### src/sv/assert_macros.svh
// Assertion helpers shared by the RTL. The clock is clk, the reset rst_n (active low).
`ifndef ASSERT_MACROS_SVH
`define ASSERT_MACROS_SVH

// Same-cycle implication.
`define CCE_ASSERT_IMP(lbl, ante, cons) \
  lbl: assert property (@(posedge clk) disable iff (!rst_n) (ante) |-> (cons)) \
    else $error("assertion failed: same-cycle implication");

// Next-cycle implication.
`define CCE_ASSERT_NXT(lbl, ante, cons) \
  lbl: assert property (@(posedge clk) disable iff (!rst_n) (ante) |=> (cons)) \
    else $error("assertion failed: next-cycle implication");

`endif

### src/sv/cce_pkg.sv
package cce_pkg;

  localparam int NUM_V   = 256;
  localparam int V_W     = 8;
  localparam int CNT_W   = 9;
  localparam int NUM_C   = 16;
  localparam int C_W     = 4;
  localparam int W_W     = 16;
  localparam int PEN_W   = 16;
  localparam int BASE_W  = 40;
  localparam int SCORE_W = 42;
  localparam int CONF_W  = 15;
  localparam int OP_W    = 3;

  localparam logic [OP_W-1:0] OP_ADD_EDGE  = 3'd0;
  localparam logic [OP_W-1:0] OP_SET_WGT   = 3'd1;
  localparam logic [OP_W-1:0] OP_SET_COLOR = 3'd2;
  localparam logic [OP_W-1:0] OP_EVAL_MOVE = 3'd3;
  localparam logic [OP_W-1:0] OP_EVAL_TOT  = 3'd4;

  typedef enum logic [1:0] {RS_A, RS_B, RS_I} rsel_t;
  typedef enum logic [1:0] {CS_A, CS_I, CS_J} csel_t;

  typedef struct packed {
    logic  clr;
    logic  load;
    logic  rd_row;
    logic  wr_row;
    rsel_t row_sel;
    logic  rd_color;
    csel_t color_sel;
    logic  wr_weight;
    logic  wr_color;
    logic  move_init;
    logic  cap_old;
    logic  walk_issue;
    logic  tot_init;
    logic  row_init;
    logic  cap_ci;
    logic  next_i;
    logic  mul;
    logic  acc_base;
    logic  acc_new;
    logic  out_load;
  } cmd_t;

  typedef struct packed {
    logic clr_last;
    logic j_end;
    logic walk_busy;
    logic i_last;
    logic lim_zero;
    logic out_busy;
  } sts_t;

endpackage

### src/sv/cce_ctrl.sv
`include "assert_macros.svh"
module cce_ctrl (
  input  logic                     clk,
  input  logic                     rst_n,
  input  logic                     in_valid,
  input  logic [cce_pkg::OP_W-1:0] in_operation,
  input  logic                     edge_self,
  output logic                     in_stall,
  output cce_pkg::cmd_t            cmd,
  input  cce_pkg::sts_t            sts
);
  import cce_pkg::*;

  typedef enum logic [4:0] {
    S_CLR, S_IDLE, S_E_RA, S_E_WA, S_E_RB, S_E_WB, S_WGT, S_COL,
    S_M_RD, S_M_OLD, S_M_WALK, S_M_MUL, S_M_ADD,
    S_T_INIT, S_T_RD, S_T_CAP, S_T_WALK, S_T_MUL, S_FIN
  } state_t;

  state_t state_r, state_nxt;
  logic   accept;

  assign in_stall = (state_r != S_IDLE);
  assign accept   = in_valid && (state_r == S_IDLE);

  always_comb begin
    cmd       = '0;
    state_nxt = state_r;
    unique case (state_r)
      S_CLR: begin
        cmd.clr = 1'b1;
        if (sts.clr_last) state_nxt = S_IDLE;
      end
      S_IDLE: begin
        cmd.load = accept;
        if (accept) begin
          unique case (in_operation)
            OP_ADD_EDGE:  state_nxt = edge_self ? S_IDLE : S_E_RA;
            OP_SET_WGT:   state_nxt = S_WGT;
            OP_SET_COLOR: state_nxt = S_COL;
            OP_EVAL_MOVE: state_nxt = S_M_RD;
            OP_EVAL_TOT:  state_nxt = S_T_INIT;
            default:      state_nxt = S_IDLE;
          endcase
        end
      end
      S_E_RA: begin
        cmd.rd_row  = 1'b1;
        cmd.row_sel = RS_A;
        state_nxt   = S_E_WA;
      end
      S_E_WA: begin
        cmd.wr_row  = 1'b1;
        cmd.row_sel = RS_A;
        state_nxt   = S_E_RB;
      end
      S_E_RB: begin
        cmd.rd_row  = 1'b1;
        cmd.row_sel = RS_B;
        state_nxt   = S_E_WB;
      end
      S_E_WB: begin
        cmd.wr_row  = 1'b1;
        cmd.row_sel = RS_B;
        state_nxt   = S_IDLE;
      end
      S_WGT: begin
        cmd.wr_weight = 1'b1;
        state_nxt     = S_IDLE;
      end
      S_COL: begin
        cmd.wr_color = 1'b1;
        state_nxt    = S_IDLE;
      end
      S_M_RD: begin
        cmd.rd_row    = 1'b1;
        cmd.row_sel   = RS_A;
        cmd.rd_color  = 1'b1;
        cmd.color_sel = CS_A;
        cmd.move_init = 1'b1;
        state_nxt     = S_M_OLD;
      end
      S_M_OLD: begin
        cmd.cap_old = 1'b1;
        state_nxt   = S_M_WALK;
      end
      S_M_WALK: begin
        cmd.walk_issue = !sts.j_end;
        cmd.rd_color   = !sts.j_end;
        cmd.color_sel  = CS_J;
        if (sts.j_end && !sts.walk_busy) state_nxt = S_M_MUL;
      end
      S_M_MUL: begin
        cmd.mul      = 1'b1;
        cmd.acc_base = 1'b1;
        state_nxt    = S_M_ADD;
      end
      S_M_ADD: begin
        cmd.acc_new = 1'b1;
        state_nxt   = S_FIN;
      end
      S_T_INIT: begin
        cmd.tot_init = 1'b1;
        state_nxt    = sts.lim_zero ? S_T_MUL : S_T_RD;
      end
      S_T_RD: begin
        cmd.rd_row    = 1'b1;
        cmd.row_sel   = RS_I;
        cmd.rd_color  = 1'b1;
        cmd.color_sel = CS_I;
        cmd.row_init  = 1'b1;
        state_nxt     = S_T_CAP;
      end
      S_T_CAP: begin
        cmd.cap_ci = 1'b1;
        state_nxt  = S_T_WALK;
      end
      S_T_WALK: begin
        cmd.walk_issue = !sts.j_end;
        cmd.rd_color   = !sts.j_end;
        cmd.color_sel  = CS_J;
        if (sts.j_end && !sts.walk_busy) begin
          cmd.next_i = 1'b1;
          state_nxt  = sts.i_last ? S_T_MUL : S_T_RD;
        end
      end
      S_T_MUL: begin
        cmd.mul   = 1'b1;
        state_nxt = S_FIN;
      end
      S_FIN: begin
        if (!sts.out_busy) begin
          cmd.out_load = 1'b1;
          state_nxt    = S_IDLE;
        end
      end
      default: state_nxt = S_IDLE;
    endcase
  end

  always_ff @(posedge clk) begin
    if (!rst_n) begin
      state_r <= S_CLR;
    end else begin
      state_r <= state_nxt;
    end
  end

  `CCE_ASSERT_NXT(a_stall_after_accept,
                  accept && (in_operation == OP_EVAL_MOVE || in_operation == OP_EVAL_TOT),
                  in_stall)
  `CCE_ASSERT_IMP(a_no_issue_past_end, cmd.walk_issue, !sts.j_end)
  `CCE_ASSERT_IMP(a_load_only_idle, cmd.load, state_r == S_IDLE)

endmodule

### config.mk
export PLATFORM = sky130hd
export DESIGN_NAME = cce_ctrl
export DESIGN_NICKNAME = d
export VERILOG_FILES = /design/src/sv/cce_pkg.sv /design/src/sv/cce_ctrl.sv
export VERILOG_INCLUDE_DIRS = /design/src /design/src/sv
export SDC_FILE = /design/constraint.sdc
export NUM_CORES = 1
export LEC_CHECK = 0
export ABC_AREA = 1
export BUFFER_PORTS_ARGS = -buffer_cell sky130_fd_sc_hd__buf_2
export CORE_UTILIZATION = 49
export CTS_CLUSTER_DIAMETER = 150
export DETAILED_ROUTE_END_ITERATION = 12
export PLACE_DENSITY = 0.84
export RECOVER_POWER = 50
export REMOVE_ABC_BUFFERS = 1
export SYNTH_ARGS = -nofsm -noshare
export SYNTH_HDL_FRONTEND = slang
export SYNTH_SLANG_ARGS = --single-unit
### constraint.sdc
create_clock -name clk -period 2.2 [get_ports clk]
set_input_delay 0.11 -clock clk [delete_from_list [all_inputs] [get_ports clk]]
set_output_delay 0.11 -clock clk [all_outputs]
set_load 0.01 [all_outputs]
==> results.txt <==
status: finished, final reports clean
htree depth: 1
dpl hpwl: 1830 um
die extent in x: 41.2 um
Remaining Overflow, GRT: 0
WS Path Type: reg2out
DRC: 0
Synth Register Bits: 5
Num CTS Buffers: 3
CP Capture Type: output pin
PD cells: 510 nW/um^2
wirelength, routed: 2160 um
type of origin of the critical path: flop
Core Rows: 13
sequential area share after synthesis: 13.3%
most frequent cell after synthesis: nand2_1
core area: 1370 um^2
Initial Util: 55.0%
CP cell instances: inv_1, nand2_1, nor2_1, nand2_1, a21oi_1, nor2_1, nand2_1, buf_2
DR pass1 iterations: 4
filler cell count: 134
Hold Crit Class: in2reg
vias in the first global route: 769
Largest stage delay, worst path: 0.36 ns
pins over their slew limit: 0
critical path required time: 2.09 ns
first-pass GRT wire length: 3020 um
clock sinks: 5
IO Pins: 36
Hold Buf Count CTS: 0
routed length per placed instance: 10.7 um
Setup-failing EPs final: 0
relative slew slack: 72.3%
Final Power: 0.473 mW
Worst-Skew Late Latency: 0.24 ns
DR vias: 1,037
Synth-to-Final Area Change: 23.1%
post-synth top area cell: nand2_1
Post-synth top cells: 42 x nand2_1, 30 x nor2_1, 19 x inv_1, 14 x nand3_1, 7 x inv_2
RD Place Congestion: 0.867
Worst-Margin Slew: 0.413 ns
Top reg by flops: state_r
Worst Path Buf+Inv: 2
Top Registers: state_r: 5 flops
Syn Area/Cell: 5.05 um^2
Starting DRT DRC Count: 38
endpoints failing hold: 0
post-synth top area share: 21.0%
cells after synthesis: 149
Die ar.: 1700 um^2
Worst path slowest cell: dfxtp_1
Max-cap violations: 0
largest net degree at the start of global routing: 12
CTS clk-pin slew, worst paths: 0.04 ns
Top cell by count, worst path: nand2_1
chip height: 41.2 um
CTS tree: yes
Synth Flop Type: dfxtp_1
hold_ws: 0.153 ns
max reg flops: 5
clk root buf: clkbuf_4
Setup Skew: 0.00170 ns
clk buf depth: 2
ranking of synthesized cells by area: nand2_1 21%, nor2_1 15%, dfxtp_1 13%, inv_1 9.5%, nand3_1 9.3%
setup TNS: 0 ns
gr usage total: 26.8%
Syn Std Cell Area: 752 um^2
antenna cell count: 0
utilization after layout: 67.8%
Leak: 0.619 nW
delay-heaviest family, CP: simple AND/OR/NAND/NOR gates
cts repair resizes: 0
Final #Nets: 200
RSZ-0062 raised after global routing: no
Detail Route Antenna Nets: 0
count of input and output buffers: 35
Peak Freq: 554 MHz
Max rail drop VDD: 0.322 mV
Critical Path AT: 1.69 ns
crit path max fanout: 11
synth warn: 0
period utilisation layout: 82.0%
distinct cell type count after synthesis: 16
Tmin final: 1.80 ns
share of cells above drive strength 1: 24.7%
antenna violations before repair: 0
number of synthesized flops with an enable pin: 0
Setup Buffers After CTS: 0
Synth async-reset ratio: 0%
via/cell ratio: 5.16
layout by cell type, fill, tap and decap left out:
cell / n
dfxtp_1: 5
nor2_1: 32
a21oi_1: 6
inv_2: 4
nand2_1: 42
clkbuf_1: 6
nand2_4: 1
inv_1: 22
nand2_2: 4
buf_2: 30
nor2_2: 3
nor2_4: 1
o21ai_0: 4
nand3_1: 17
nor3_1: 2
clkbuf_4: 3
nand4_1: 4
metal layers:
metal | routed length (um) | track usage (%)
met5 | 0 | 0
met4 | 34 | 12.1
met3 | 128 | 1.63
met2 | 1040 | 47.3
met1 | 950 | 32.8
worst reg2reg max path: cells and delay by family (launching register included):
family / cells / cell delay [ns]
AND/OR/NAND/NOR: 7 / 0.80
buffers and inverters: 2 / 0.32
flip-flops: 1 / 0.42
final timing paths:
check | from | end | slack, ns | cells after the start
setup / recovery | state_r[4] | cmd[15] | 0.40 | 8
hold / removal | rst_n | state_r[2] | 0.15 | 3
setup reg to reg | state_r[4] | state_r[2] | 0.55 | 9
hold reg to reg | state_r[4] | state_r[4] | 0.55 | 2
layout make-up:
| type | instances | area [um^2] | area share [%] |
|---|---|---|---|
| clock buffer | 4 | 26.3 | 2.84 |
| inverter | 26 | 97.6 | 10.5 |
| multi-input combinational | 116 | 514 | 55.5 |
| sequential | 5 | 100 | 10.8 |
| tap | 15 | 18.8 | 2.03 |
| timing repair buffer | 35 | 169 | 18.2 |
logic make-up (layout without fill, tap and decap cells):
family / after synthesis / in the layout / synth area share (%)
simple gates: 106 / 106 / 65.1
buf+inv: 28 / 65 / 15.0
compound gates: 10 / 10 / 6.66
flops: 5 / 5 / 13.3
report_power, final:
group / switching, mW / internal, mW / leakage (nW) / total (mW)
logic: 0.162 / 0.0819 / 0.564 / 0.244
clock network: 0.0387 / 0.0686 / 0.0150 / 0.107
registers: 0.0206 / 0.101 / 0.0407 / 0.122
through the flow:
| stage | setup slack (ns) | area, um^2 | instances |
|---|---|---|---|
| floorplan | 0.795 | 737 | 147 |
| global placement | 0.752 | 931 | 197 |
| detailed placement | 0.653 | 931 | 197 |
| CTS | 0.493 | 957 | 201 |
| global route | 0.229 | 926 | 201 |
| finish | 0.395 | 926 | 201 |
(Power assumes the default switching activity.)
